===== config.mk =====
export PLATFORM = sky130hd
export DESIGN_NAME = length_prefixed_request_deframer_core
export DESIGN_NICKNAME = d
export VERILOG_FILES = /design/src/lprd_pkg.sv /design/src/lprd_cfg_regs.sv /design/src/lprd_in_stage.sv /design/src/lprd_parser.sv /design/src/lprd_out_stage.sv /design/src/length_prefixed_request_deframer_core.sv
export SDC_FILE = /design/constraint.sdc
export NUM_CORES = 1
export LEC_CHECK = 0
export BUFFER_PORTS_ARGS = -buffer_cell sky130_fd_sc_hd__buf_4
export CORE_ASPECT_RATIO = 1.1
export CORE_MARGIN = 8
export CORE_UTILIZATION = 50
export CTS_BUF_LIST = sky130_fd_sc_hd__clkbuf_16
export DETAILED_ROUTE_END_ITERATION = 7
export PLACE_DENSITY = 0.67
export SLEW_MARGIN = 30
export SYNTH_ARGS = -nofsm -noshare
export SYNTH_HDL_FRONTEND = slang
export SYNTH_HIERARCHICAL = 1
export SYNTH_SLANG_ARGS = --single-unit

===== constraint.sdc =====
create_clock -name clk -period 9.6 [get_ports clk]
set_clock_uncertainty 0.2 [all_clocks]
set_input_delay 0.96 -clock clk [delete_from_list [all_inputs] [get_ports clk]]
set_output_delay 0.96 -clock clk [all_outputs]
set_load 0.01 [all_outputs]

===== src/lprd_pkg.sv =====
// ----------------------------------------------------------------------------
// lprd_pkg
// shared types and constants for the length-prefixed request deframer
// ----------------------------------------------------------------------------
package lprd_pkg;

    localparam int CFG_INDEX_W = 4;
    localparam int CFG_DATA_W  = 32;

    localparam logic [CFG_INDEX_W-1:0] REG_MAX_MESSAGE = 4'd0;
    localparam logic [CFG_INDEX_W-1:0] REG_MAX_ARGS    = 4'd1;

    localparam logic [30:0] MAX_MESSAGE_RESET = 31'd4096;
    localparam logic [15:0] MAX_ARGS_RESET    = 16'd1024;

    // bytes in every length or count field
    localparam logic [30:0] FIELD_BYTES = 31'd4;

    typedef enum logic [1:0] {
        PH_LEN    = 2'd0,
        PH_COUNT  = 2'd1,
        PH_ARGLEN = 2'd2,
        PH_DATA   = 2'd3
    } phase_t;

    typedef enum logic [1:0] {
        EVT_BYTE      = 2'd0,
        EVT_EMPTY_ARG = 2'd1,
        EVT_EMPTY_REQ = 2'd2,
        EVT_ERROR     = 2'd3
    } evt_kind_t;

    typedef enum logic [2:0] {
        ERR_NONE        = 3'd0,
        ERR_BAD_LENGTH  = 3'd1,
        ERR_SHORT_COUNT = 3'd2,
        ERR_TOO_MANY    = 3'd3,
        ERR_LEN_TRUNC   = 3'd4,
        ERR_STR_TRUNC   = 3'd5,
        ERR_EXTRA_DATA  = 3'd6
    } err_code_t;

    typedef struct packed {
        logic [7:0] data_byte;
        logic       new_connection;
    } req_word_t;

    typedef struct packed {
        evt_kind_t  event_res;
        logic [7:0] arg_byte;
        logic [15:0] arg_index;
        logic       arg_last_byte;
        logic       request_end;
        err_code_t  error_code;
    } evt_word_t;

    typedef struct packed {
        logic [30:0] max_message;
        logic [15:0] max_args;
    } cfg_regs_t;

    // handshake between the pipeline registers and the parser
    typedef struct packed {
        logic go;
        logic res_valid;
    } stage_ctl_t;

endpackage


===== src/lprd_cfg_regs.sv =====
// ----------------------------------------------------------------------------
// lprd_cfg_regs
// limit registers written through the configuration channel
// ----------------------------------------------------------------------------
module lprd_cfg_regs (
    input  logic                              clk,
    input  logic                              rst_n,
    input  logic                              cfg_valid,
    input  logic [lprd_pkg::CFG_INDEX_W-1:0]  cfg_index,
    input  logic [lprd_pkg::CFG_DATA_W-1:0]   cfg_data,
    output lprd_pkg::cfg_regs_t               regs
);
    import lprd_pkg::*;

    logic [30:0] max_message_reg;
    logic [15:0] max_args_reg;

    always_ff @(posedge clk or negedge rst_n)
    begin
        if (!rst_n)
        begin
            max_message_reg <= MAX_MESSAGE_RESET;
            max_args_reg    <= MAX_ARGS_RESET;
        end
        else if (cfg_valid)
        begin
            if (cfg_index == REG_MAX_MESSAGE)
            begin
                max_message_reg <= cfg_data[30:0];
            end
            else if (cfg_index == REG_MAX_ARGS)
            begin
                max_args_reg <= cfg_data[15:0];
            end
        end
    end

    assign regs.max_message = max_message_reg;
    assign regs.max_args    = max_args_reg;

endmodule


===== src/lprd_in_stage.sv =====
// ----------------------------------------------------------------------------
// lprd_in_stage
// input register holding one stream word for the parser
// ----------------------------------------------------------------------------
module lprd_in_stage (
    input  logic                 clk,
    input  logic                 rst_n,
    input  logic                 req_valid,
    output logic                 req_ready,
    input  lprd_pkg::req_word_t  req_data,
    input  logic                 advance,
    output logic                 held_valid,
    output lprd_pkg::req_word_t  held_data
);
    import lprd_pkg::*;

    logic      valid_reg;
    req_word_t data_reg;

    assign req_ready = !valid_reg || advance;

    always_ff @(posedge clk or negedge rst_n)
    begin
        if (!rst_n)
        begin
            valid_reg <= 1'b0;
        end
        else if (req_ready)
        begin
            valid_reg <= req_valid;
        end
    end

    always_ff @(posedge clk)
    begin
        if (req_valid && req_ready)
        begin
            data_reg <= req_data;
        end
    end

    assign held_valid = valid_reg;
    assign held_data  = data_reg;

endmodule


===== src/lprd_parser.sv =====
// ----------------------------------------------------------------------------
// lprd_parser
// framing state and single-pass decode of one stream word
// ----------------------------------------------------------------------------
module lprd_parser (
    input  logic                 clk,
    input  logic                 rst_n,
    input  lprd_pkg::cfg_regs_t  cfg,
    input  lprd_pkg::req_word_t  cur,
    input  logic                 go,
    output logic                 res_valid,
    output lprd_pkg::evt_word_t  res
);
    import lprd_pkg::*;

    phase_t      phase_reg, phase_next;
    logic [1:0]  cnt_reg, cnt_next;
    logic [23:0] shift_reg, shift_next;
    logic [30:0] rbl_reg, rbl_next;
    logic [15:0] args_reg, args_next;
    logic [15:0] arg_reg, arg_next;
    logic [30:0] sbl_reg, sbl_next;
    logic        closed_reg, closed_next;

    // state after an optional new-connection clear
    phase_t      eff_phase;
    logic [1:0]  eff_cnt;
    logic [23:0] eff_shift;
    logic [30:0] eff_rbl;
    logic [15:0] eff_args;
    logic [15:0] eff_arg;
    logic [30:0] eff_sbl;
    logic        eff_closed;

    logic [31:0] v;
    logic        done;
    logic [30:0] rbl_dec;
    logic [30:0] sbl_dec;
    logic [16:0] arg_inc;
    logic        rbl_short;

    logic        take_field, dec_rbl, dec_sbl, fin;
    logic        ld_rbl, ld_args, ld_sbl, arg_step, arg_zero;
    logic        emit, last, endf, fail;
    evt_kind_t   kind;
    err_code_t   err;
    phase_t      phase_target;

    always_comb
    begin
        eff_phase  = phase_reg;
        eff_cnt    = cnt_reg;
        eff_shift  = shift_reg;
        eff_rbl    = rbl_reg;
        eff_args   = args_reg;
        eff_arg    = arg_reg;
        eff_sbl    = sbl_reg;
        eff_closed = closed_reg;
        if (cur.new_connection)
        begin
            eff_phase  = PH_LEN;
            eff_cnt    = 2'd0;
            eff_shift  = 24'd0;
            eff_rbl    = 31'd0;
            eff_args   = 16'd0;
            eff_arg    = 16'd0;
            eff_sbl    = 31'd0;
            eff_closed = 1'b0;
        end
    end

    assign v         = {eff_shift, cur.data_byte};
    assign done      = (eff_cnt == 2'd3);
    assign rbl_dec   = (eff_rbl != 31'd0) ? eff_rbl - 31'd1 : eff_rbl;
    assign sbl_dec   = (eff_sbl != 31'd0) ? eff_sbl - 31'd1 : eff_sbl;
    assign arg_inc   = {1'b0, eff_arg} + 17'd1;
    assign rbl_short = (rbl_dec < FIELD_BYTES);

    // decode: what this word does
    always_comb
    begin
        take_field   = 1'b0;
        dec_rbl      = 1'b0;
        dec_sbl      = 1'b0;
        fin          = 1'b0;
        ld_rbl       = 1'b0;
        ld_args      = 1'b0;
        ld_sbl       = 1'b0;
        arg_step     = 1'b0;
        arg_zero     = 1'b0;
        emit         = 1'b0;
        last         = 1'b0;
        endf         = 1'b0;
        kind         = EVT_BYTE;
        err          = ERR_NONE;
        phase_target = eff_phase;
        if (!eff_closed)
        begin
            case (eff_phase)
                PH_LEN:
                begin
                    take_field = 1'b1;
                    if (done)
                    begin
                        if (v[31] || (v[30:0] > cfg.max_message))
                        begin
                            err = ERR_BAD_LENGTH;
                        end
                        else if (v < 32'd4)
                        begin
                            err = ERR_SHORT_COUNT;
                        end
                        else
                        begin
                            ld_rbl       = 1'b1;
                            phase_target = PH_COUNT;
                        end
                    end
                end
                PH_COUNT:
                begin
                    take_field = 1'b1;
                    dec_rbl    = 1'b1;
                    if (done)
                    begin
                        if (v > {16'd0, cfg.max_args})
                        begin
                            err = ERR_TOO_MANY;
                        end
                        else if (v == 32'd0)
                        begin
                            if (rbl_dec != 31'd0)
                            begin
                                err = ERR_EXTRA_DATA;
                            end
                            else
                            begin
                                emit         = 1'b1;
                                kind         = EVT_EMPTY_REQ;
                                endf         = 1'b1;
                                phase_target = PH_LEN;
                            end
                        end
                        else if (rbl_short)
                        begin
                            err = ERR_LEN_TRUNC;
                        end
                        else
                        begin
                            ld_args      = 1'b1;
                            arg_zero     = 1'b1;
                            phase_target = PH_ARGLEN;
                        end
                    end
                end
                PH_ARGLEN:
                begin
                    take_field = 1'b1;
                    dec_rbl    = 1'b1;
                    if (done)
                    begin
                        if (v > {1'b0, rbl_dec})
                        begin
                            err = ERR_STR_TRUNC;
                        end
                        else if (v == 32'd0)
                        begin
                            fin  = 1'b1;
                            kind = EVT_EMPTY_ARG;
                        end
                        else
                        begin
                            ld_sbl       = 1'b1;
                            phase_target = PH_DATA;
                        end
                    end
                end
                PH_DATA:
                begin
                    dec_rbl = 1'b1;
                    dec_sbl = 1'b1;
                    kind    = EVT_BYTE;
                    if (sbl_dec == 31'd0)
                    begin
                        fin = 1'b1;
                    end
                    else
                    begin
                        emit = 1'b1;
                    end
                end
                default:
                begin
                    take_field = 1'b0;
                end
            endcase
        end

        // argument complete: next argument, request end, or framing error
        if (fin)
        begin
            if (arg_inc >= {1'b0, eff_args})
            begin
                if (rbl_dec != 31'd0)
                begin
                    err = ERR_EXTRA_DATA;
                end
                else
                begin
                    emit         = 1'b1;
                    last         = 1'b1;
                    endf         = 1'b1;
                    arg_zero     = 1'b1;
                    phase_target = PH_LEN;
                end
            end
            else if (rbl_short)
            begin
                err = ERR_LEN_TRUNC;
            end
            else
            begin
                emit         = 1'b1;
                last         = 1'b1;
                arg_step     = 1'b1;
                phase_target = PH_ARGLEN;
            end
        end
        fail = (err != ERR_NONE);
    end

    // next state
    always_comb
    begin
        phase_next  = fail ? eff_phase : phase_target;
        cnt_next    = take_field ? eff_cnt + 2'd1 : eff_cnt;
        shift_next  = take_field ? v[23:0] : eff_shift;
        rbl_next    = ld_rbl ? v[30:0] : (dec_rbl ? rbl_dec : eff_rbl);
        args_next   = ld_args ? v[15:0] : eff_args;
        sbl_next    = ld_sbl ? v[30:0] : (dec_sbl ? sbl_dec : eff_sbl);
        closed_next = eff_closed || fail;
        if (arg_zero)
        begin
            arg_next = 16'd0;
        end
        else if (arg_step)
        begin
            arg_next = arg_inc[15:0];
        end
        else
        begin
            arg_next = eff_arg;
        end
    end

    // result word
    always_comb
    begin
        res_valid         = emit || fail;
        res.event_res     = fail ? EVT_ERROR : kind;
        res.arg_byte      = (!fail && kind == EVT_BYTE) ? cur.data_byte : 8'd0;
        res.arg_index     = (!fail && (kind == EVT_BYTE || kind == EVT_EMPTY_ARG)) ?
                            eff_arg : 16'd0;
        res.arg_last_byte = !fail && last;
        res.request_end   = !fail && endf;
        res.error_code    = err;
    end

    always_ff @(posedge clk or negedge rst_n)
    begin
        if (!rst_n)
        begin
            phase_reg  <= PH_LEN;
            cnt_reg    <= 2'd0;
            shift_reg  <= 24'd0;
            rbl_reg    <= 31'd0;
            args_reg   <= 16'd0;
            arg_reg    <= 16'd0;
            sbl_reg    <= 31'd0;
            closed_reg <= 1'b0;
        end
        else if (go)
        begin
            phase_reg  <= phase_next;
            cnt_reg    <= cnt_next;
            shift_reg  <= shift_next;
            rbl_reg    <= rbl_next;
            args_reg   <= args_next;
            arg_reg    <= arg_next;
            sbl_reg    <= sbl_next;
            closed_reg <= closed_next;
        end
    end

`ifndef NO_ASSERTIONS
    a_error_closes: assert property (@(posedge clk) disable iff (!rst_n)
        go && res_valid && res.event_res == EVT_ERROR |=> closed_reg)
        else $error("error result did not close the connection");

    a_closed_silent: assert property (@(posedge clk) disable iff (!rst_n)
        go && closed_reg && !cur.new_connection |-> !res_valid)
        else $error("result produced while closed");

    a_end_to_len: assert property (@(posedge clk) disable iff (!rst_n)
        go && res_valid && res.request_end |=> phase_reg == PH_LEN)
        else $error("request end did not return to length phase");

    a_data_nonzero: assert property (@(posedge clk) disable iff (!rst_n)
        phase_reg == PH_DATA && !closed_reg |-> sbl_reg != 31'd0)
        else $error("data phase with no string bytes left");
`endif

endmodule


===== src/lprd_out_stage.sv =====
// ----------------------------------------------------------------------------
// lprd_out_stage
// result register toward the event channel
// ----------------------------------------------------------------------------
module lprd_out_stage (
    input  logic                 clk,
    input  logic                 rst_n,
    input  lprd_pkg::stage_ctl_t ctl,
    input  lprd_pkg::evt_word_t  res,
    output logic                 slot_free,
    output logic                 evt_valid,
    input  logic                 evt_ready,
    output lprd_pkg::evt_word_t  evt_data
);
    import lprd_pkg::*;

    logic      valid_reg;
    evt_word_t data_reg;

    assign slot_free = !valid_reg || evt_ready;

    always_ff @(posedge clk or negedge rst_n)
    begin
        if (!rst_n)
        begin
            valid_reg <= 1'b0;
        end
        else if (ctl.go)
        begin
            valid_reg <= ctl.res_valid;
        end
        else if (evt_ready)
        begin
            valid_reg <= 1'b0;
        end
    end

    always_ff @(posedge clk)
    begin
        if (ctl.go && ctl.res_valid)
        begin
            data_reg <= res;
        end
    end

    assign evt_valid = valid_reg;
    assign evt_data  = data_reg;

endmodule


===== src/length_prefixed_request_deframer_core.sv =====
// ----------------------------------------------------------------------------
// length_prefixed_request_deframer_core
// splits a length-prefixed request stream into tagged argument byte events
// ----------------------------------------------------------------------------
//  channel | direction | handshake            | word
//  --------+-----------+----------------------+------------------------------
//  req     | in        | req_valid/req_ready  | req_data   (byte, new conn)
//  evt     | out       | evt_valid/evt_ready  | evt_data   (event, byte, tags)
//  cfg     | in        | cfg_valid/cfg_ready  | cfg_index, cfg_data (limits)
//
//  one stream word per cycle unless evt_ready stalls the output; an accepted
//  word goes through the input register, then decode into the result register
//  reset leaves the parser waiting for a request length, limits 4096 / 1024
//  evt_ready low holds the result register, the parser and then the input
//  register; req_ready drops only when both registers are full
//  cfg_ready is always high; writes to unused indexes are ignored
// ----------------------------------------------------------------------------
module length_prefixed_request_deframer_core (
    input  logic                              clk,
    input  logic                              rst_n,
    input  logic                              req_valid,
    output logic                              req_ready,
    input  lprd_pkg::req_word_t               req_data,
    output logic                              evt_valid,
    input  logic                              evt_ready,
    output lprd_pkg::evt_word_t               evt_data,
    input  logic                              cfg_valid,
    output logic                              cfg_ready,
    input  logic [lprd_pkg::CFG_INDEX_W-1:0]  cfg_index,
    input  logic [lprd_pkg::CFG_DATA_W-1:0]   cfg_data
);
    import lprd_pkg::*;

    cfg_regs_t  cfg;
    logic       held_valid;
    req_word_t  held_data;
    logic       slot_free;
    logic       advance;
    logic       res_valid;
    evt_word_t  res;
    stage_ctl_t ctl;

    // limits can always be written
    assign cfg_ready = 1'b1;

    // held word moves through decode when the result slot can take it
    assign advance       = held_valid && slot_free;
    assign ctl.go        = advance;
    assign ctl.res_valid = res_valid;

    lprd_cfg_regs u_cfg (
        .clk       (clk),
        .rst_n     (rst_n),
        .cfg_valid (cfg_valid),
        .cfg_index (cfg_index),
        .cfg_data  (cfg_data),
        .regs      (cfg)
    );

    lprd_in_stage u_in (
        .clk        (clk),
        .rst_n      (rst_n),
        .req_valid  (req_valid),
        .req_ready  (req_ready),
        .req_data   (req_data),
        .advance    (advance),
        .held_valid (held_valid),
        .held_data  (held_data)
    );

    // framing state machine and per-word decode
    lprd_parser u_parser (
        .clk       (clk),
        .rst_n     (rst_n),
        .cfg       (cfg),
        .cur       (held_data),
        .go        (advance),
        .res_valid (res_valid),
        .res       (res)
    );

    lprd_out_stage u_out (
        .clk       (clk),
        .rst_n     (rst_n),
        .ctl       (ctl),
        .res       (res),
        .slot_free (slot_free),
        .evt_valid (evt_valid),
        .evt_ready (evt_ready),
        .evt_data  (evt_data)
    );

endmodule


==> results.cfg, run 1 <==
[run_status]
status = complete, no violations

[synth]
ys_ff_latch = 212
syn-num-nets = 2044
async_flop_share = 0.811
yosys.area.top_type_share = 0.262
seq_area_frac_synth = 0.339
yosysMostFrequentCell = dfrtp_1
yosysTopAreaCell = dfrtp_1
ys_top_cells_by_count = dfrtp_1 (170), nand2_1 (168), nor2_1 (165)
synthTopCellsByArea = dfrtp_1 (26%), ha_1 (8.0%), edfxtp_1 (7.4%)
ys_warn_count = 6
yosysUniqueCellTypes = 117
ys.flop_type = dfrtp_1
syn_inst = 1890
syn_avg_cell_area_sq_um = 8.60
synth-edff-count = 40
syn_area_sq_um = 16300

[floorplan]
start_util = 0.505
die_area_sq_um = 38500
ios = 84
die_w_um = 188
rows = 69
core_sq_um = 32200
die_height_um = 205

[route]
detail_route.wl_per_cell_um = 22.1
viasPerCell = 6.52
routed_wl_um = 52100
vias = 15300
drc_errors = 0
antenna_left = 0
drt_iter0_drc = 1878
first_pass_iters = 5

[finish]
num_antenna_cells = 0
layout-drive-gt1-share = 0.136
utilization = 0.556
stdcell_count = 2354
final.fill_count = 2988
syn_to_final_growth_pct = 10.2
fin_nets = 2064

[critical_path]
reg2reg_depth = 24
end_kind = flip-flop
r2r_setup_slack_ns = 2.15
start_kind = flip-flop
crit_buf_inv = 2
r2r-end = u_out/evt_data[6]
path_delay_family = simple AND/OR/NAND/NOR gates
r2r_start = u_in/held_data[0]
path_cells = buf_12, nor2b_1, inv_1, ha_1, and2_1, a41o_1, o211ai_1, or2_2, or3_1, a31oi_1, ha_1, nand4_1, or2_2, nor4_1, nand2_1, nor3_1, mux2i_1, and2_4, o32a_4, a211o_1, and4b_1, nor2b_4, nand2_1, and2_4
slowest_delay_ns = 0.53
arrival_ns = 7.44
worst-endpoint-required_ns = 9.59
critical_path_class = flip-flop to flip-flop
critical-path-slowest-cell = ha_1
critPathMaxFanout = 125

[power_and_ir_drop]
power_frac_clock = 0.248
p_int_mw = 2.29
netSwitchingPower_mw = 1.63
power_frac_seq = 0.319
finalPower_mw = 3.92
ir_drop_v = 0.000207
power_leakage_nw = 7.42
power.share.switching = 0.415
power.share.combinational = 0.433
cellPowerDensity_nw_per_um2 = 219

[worst_hold_path]
hold_path_class = input pin to async pin

[placement]
dp_hpwl_um = 37700
gp_congestion = 0.999
io_buffers = 81
place_inst = 2310

[global_route]
busiest_layer = met2
grt_pass1_wl_um = 82900
track_usage = 0.265
grt_max_degree = 126
grt_overflow = 0
antenna_found_initial = 1
grt_util_met3 = 0.0352
grt_use_met1 = 0.338
grt_pass1_vias = 14900
grt_use_met2 = 0.445

[clock_network]
post_cts_buffers = 0
path_clk_slew_ns = 0.06
cts_root_buf = clkbuf_16
cts_resized = 0
clk_latency_ns = 0.55
cts_sinks = 212
cts_max_path_buffers = 3
htreeDepth = 1
tritoncts = done
hold_buffers = 0
cts_buffers = 24

[run]
drv_cap = 0

[sta]
setup_tns_ns = 0
grt_setup_unrepaired = false
period_needed_ns = 7.45
hold_violations = 0
period_share = 0.776
final_max_slew_viol_count = 0
finalSetupViolCount = 0
slew-limit-headroom = 0.357
max_freq_mhz = 134
worstMarginPinSlew_ns = 0.957
worst register-to-register path, cell delays in order, from the launching register on:
cell	delay (ns)
edfxtp_1	0.39
buf_12	0.42
nor2b_1	0.19
inv_1	0.11
ha_1	0.53
and2_1	0.30
a41o_1	0.19
o211ai_1	0.31
or2_2	0.47
or3_1	0.33
a31oi_1	0.17
ha_1	0.17
nand4_1	0.12
or2_2	0.34
nor4_1	0.53
nand2_1	0.16
nor3_1	0.20
mux2i_1	0.16
and2_4	0.22
o32a_4	0.25
a211o_1	0.25
and4b_1	0.37
nor2b_4	0.22
nand2_1	0.07
and2_4	0.41
final cells by class:
cell class	count	area (sq um)	area share
Multi-Input combinational cell	1470	9850	0.550
Inverter	91	342	0.0191
Tap cell	426	533	0.0298
Timing Repair Buffer	111	853	0.0476
Clock inverter	20	226	0.0126
Sequential cell	212	5510	0.308
Clock buffer	24	601	0.0335
layer usage:
| metal | up-vias | wire, um |
|---|---|---|
| li1 | 7107 | - |
| met1 | 7430 | 21700 |
| met2 | 676 | 24700 |
| met3 | 127 | 3620 |
| met4 | 0 | 2050 |
| met5 | - | 0 |
layout by cell type (no fill, tap or decap), drive strengths merged, types with 33 or more instances in the layout:
cell / n
ha: 104
a21oi: 152
nor2: 165
o211ai: 33
edfxtp: 40
dfrtp: 170
nand2: 169
nor4: 37
inv: 96
buf: 111
nand3: 47
mux2: 48
nor2b: 52
nor3: 66
a31oi: 37
o21ai: 112
metrics by stage:
stage	setup WS (ns)	cell area, sq um	hold slack (ns)
after global placement	2.30	17100	0.271
after CTS	2.14	17900	0.108
final	2.15	17900	0.118
after floorplan	2.65	16300	0.258
after detailed placement	2.15	17100	0.286
after global routing	1.70	17900	0.133
power groups by stage:
stage,sequential (mW),combinational (mW),clock (mW)
floorplan,1.16,1.24,0
global placement,1.25,1.61,0
detailed placement,1.26,1.65,0
CTS,1.24,1.66,0.995
global route,1.27,1.85,1.03
finish,1.25,1.70,0.972
how the worst max path moves through the flow:
stage                     slack (ns)               from                 end  cells past startpoint
after detailed placement        2.15  u_in/held_data[0]   u_out/evt_data[6]                     24
final                           2.15  u_in/held_data[0]   u_out/evt_data[6]                     24
after CTS                       2.14  u_in/held_data[0]  u_out/evt_data[19]                     24
after global placement          2.30  u_in/held_data[0]   u_out/evt_data[8]                     24
after global routing            1.70  u_in/held_data[0]  u_out/evt_data[19]                     24
after floorplan                 2.65  u_in/held_data[0]   u_out/evt_data[0]                     32
cells by family (layout without fill, tap and decap cells):
kind of cell / Yosys count / after routing / share of synthesized area
fa+ha+maj: 104 / 104 / 0.0800
simple gates: 709 / 709 / 0.229
xor+xnor: 28 / 28 / 0.0151
buf+inv: 208 / 246 / 0.0584
flops: 212 / 212 / 0.339
other cells: 1 / 1 / 0.000231
mux: 66 / 66 / 0.0466
compound gates: 562 / 562 / 0.232
Power figures use the tool's default switching activity.
==> inputs of run 2 (changes only) <==
==> constraint.sdc (replaced) <==
create_clock -name clk -period 7.2 [get_ports clk]
set_clock_uncertainty 0.2 [all_clocks]
set_input_delay 0.72 -clock clk [delete_from_list [all_inputs] [get_ports clk]]
set_output_delay 0.72 -clock clk [all_outputs]
set_load 0.01 [all_outputs]
==> run 2 against run 1 <==
Final cell count increased by 0.68%. Combinational power increased by 38%. Sequential power increased by 32%. Critical path depth decreased by 4. Fmax increased by 14%. Worst hold slack improved by 0.039 ns. Routed wire length increased by 1.7%. Total power increased by 33%.
==> results.cfg, run 2 (same netlist as run 1, synthesis figures left out) <==
[power_and_ir_drop]
ir_drop_v = 0.000237
finalPower_mw = 5.22
cellPowerDensity_nw_per_um2 = 290
power_leakage_nw = 7.47

[placement]
dp_hpwl_um = 38700
io_buffers = 81
pre_cts_ws_ns = 0.731
gp_congestion = 0.989

[floorplan]
ios = 84
die_w_um = 188
core_sq_um = 32200
die_area_sq_um = 38500
start_util = 0.505
die_height_um = 205
rows = 69

[critical_path]
start_kind = flip-flop
slowest_delay_ns = 0.73
arrival_ns = 6.52
critPathMaxFanout = 32
path_cells = nor4_2, nand4_1, nor3_1, a21oi_1, o21ai_0, inv_1, ha_1, nand3_1, or2_2, nor4_1, nand2_1, nor3_1, mux2i_1, and2_4, o32a_4, a211o_1, and4b_1, nor2b_4, nand2_1, and2_4
end_kind = flip-flop
critical_path_class = flip-flop to flip-flop
critical-path-slowest-cell = nor4_2
worst-endpoint-required_ns = 7.19
r2r_start = u_parser/rbl_reg[10]
crit_start = u_parser/rbl_reg[10]

[clock_network]
clk_latency_ns = 0.55
post_cts_buffers = 0
path_clk_slew_ns = 0.06
cts_buffers = 24
cts_max_path_buffers = 3
cts_root_buf = clkbuf_16
htreeDepth = 1
cts_sinks = 212
hold_buffers = 1
tritoncts = done
cts_resized = 0

[route]
viasPerCell = 6.48
first_pass_iters = 6
vias = 15400
antenna_left = 0
routed_wl_um = 53000
detail_route.wl_per_cell_um = 22.4
drt_iter0_drc = 1483
drc_errors = 0

[sta]
grt_setup_unrepaired = false
period_share = 0.908
final_max_slew_viol_count = 0
slew-limit-headroom = 0.315
hold_violations = 0
max_freq_mhz = 153
worstMarginPinSlew_ns = 1.00
finalWorstSetupSlack_ns = 0.665
setup_tns_ns = 0
finalSetupViolCount = 0
period_needed_ns = 6.53

[run]
drv_cap = 0

[finish]
num_antenna_cells = 0
mostFrequentLayoutCells = dfrtp_1 (170), nand2_1 (168), nor2_1 (164)
fin_nets = 2081
final_common_cell = dfrtp_1
syn_to_final_growth_pct = 10.6
layout-drive-gt1-share = 0.144

[global_route]
grt_pass1_vias = 14800
antenna_found_initial = 0
grt_overflow = 0
grt_max_degree = 135
grt_pass1_wl_um = 83000
track_usage = 0.268

[run_status]
status = complete, no violations

[worst_hold_path]
hold_path_class = input pin to flip-flop
hp-start = req_data[1]
[run 2: metal layers]
metal	GRT usage	share of wire	up-vias
met4	0.136	0.051	0
met3	0.0351	0.062	166
met1	0.339	0.42	7442
met2	0.446	0.47	633
met5	0	0	-
li1	-	-	7125
[run 2: where the power goes]
group	total, mW	switching, mW	leakage (nW)	internal (mW)
clock network	1.22	0.509	0.387	0.714
logic	2.34	1.44	4.46	0.908
registers	1.65	0.246	2.62	1.41
[run 2: worst paths after layout]
kind	endpoint	slack [ns]	depth (start not counted)
max in group asynchronous	u_parser/rbl_reg[0]	4.98	3
min in group asynchronous	u_cfg/max_message_reg[30]	0.54	2
hold reg to reg	u_cfg/max_message_reg[25]	0.30	1
setup / recovery	u_out/evt_data[6]	0.67	20
setup reg to reg	u_out/evt_data[6]	0.67	20
hold / removal	u_in/held_data[1]	0.16	1
[run 2: metrics by stage]
| stage | instances | area (sq um) | hold WS (ns) | utilization |
|---|---|---|---|---|
| 2_1_floorplan | 1890 | 16300 | 0.224 | - |
| 3_3_place_gp | 2326 | 17200 | 0.275 | 0.533 |
| 3_5_place_dp | 2326 | 17200 | 0.283 | 0.534 |
| 4_1_cts | 2370 | 18000 | 0.129 | 0.558 |
| 5_1_grt | 2370 | 18000 | 0.130 | 0.558 |
| 6_report | 2370 | 18000 | 0.157 | 0.558 |
[run 2: cell type report]
type                       instances  area, sq um
sequential                       212         5510
inverter                          91          342
clock buffer                      24          601
timing repair buffer             128          980
multi-input combinational       1470         9840
tap                              426          533
clock inverter                    19          178
fill                            2947        14200
[run 2: worst max-delay path, delay by kind of cell (launching register included)]
| kind | cells | cell delay [ns] |
|---|---|---|
| AOI/OAI and AO/OA | 4 | 1.04 |
| DFF | 1 | 0.46 |
| adders and majority gates | 1 | 0.31 |
| muxes | 1 | 0.18 |
| and+or+nand+nor | 13 | 3.89 |
| buffers and inverters | 1 | 0.09 |
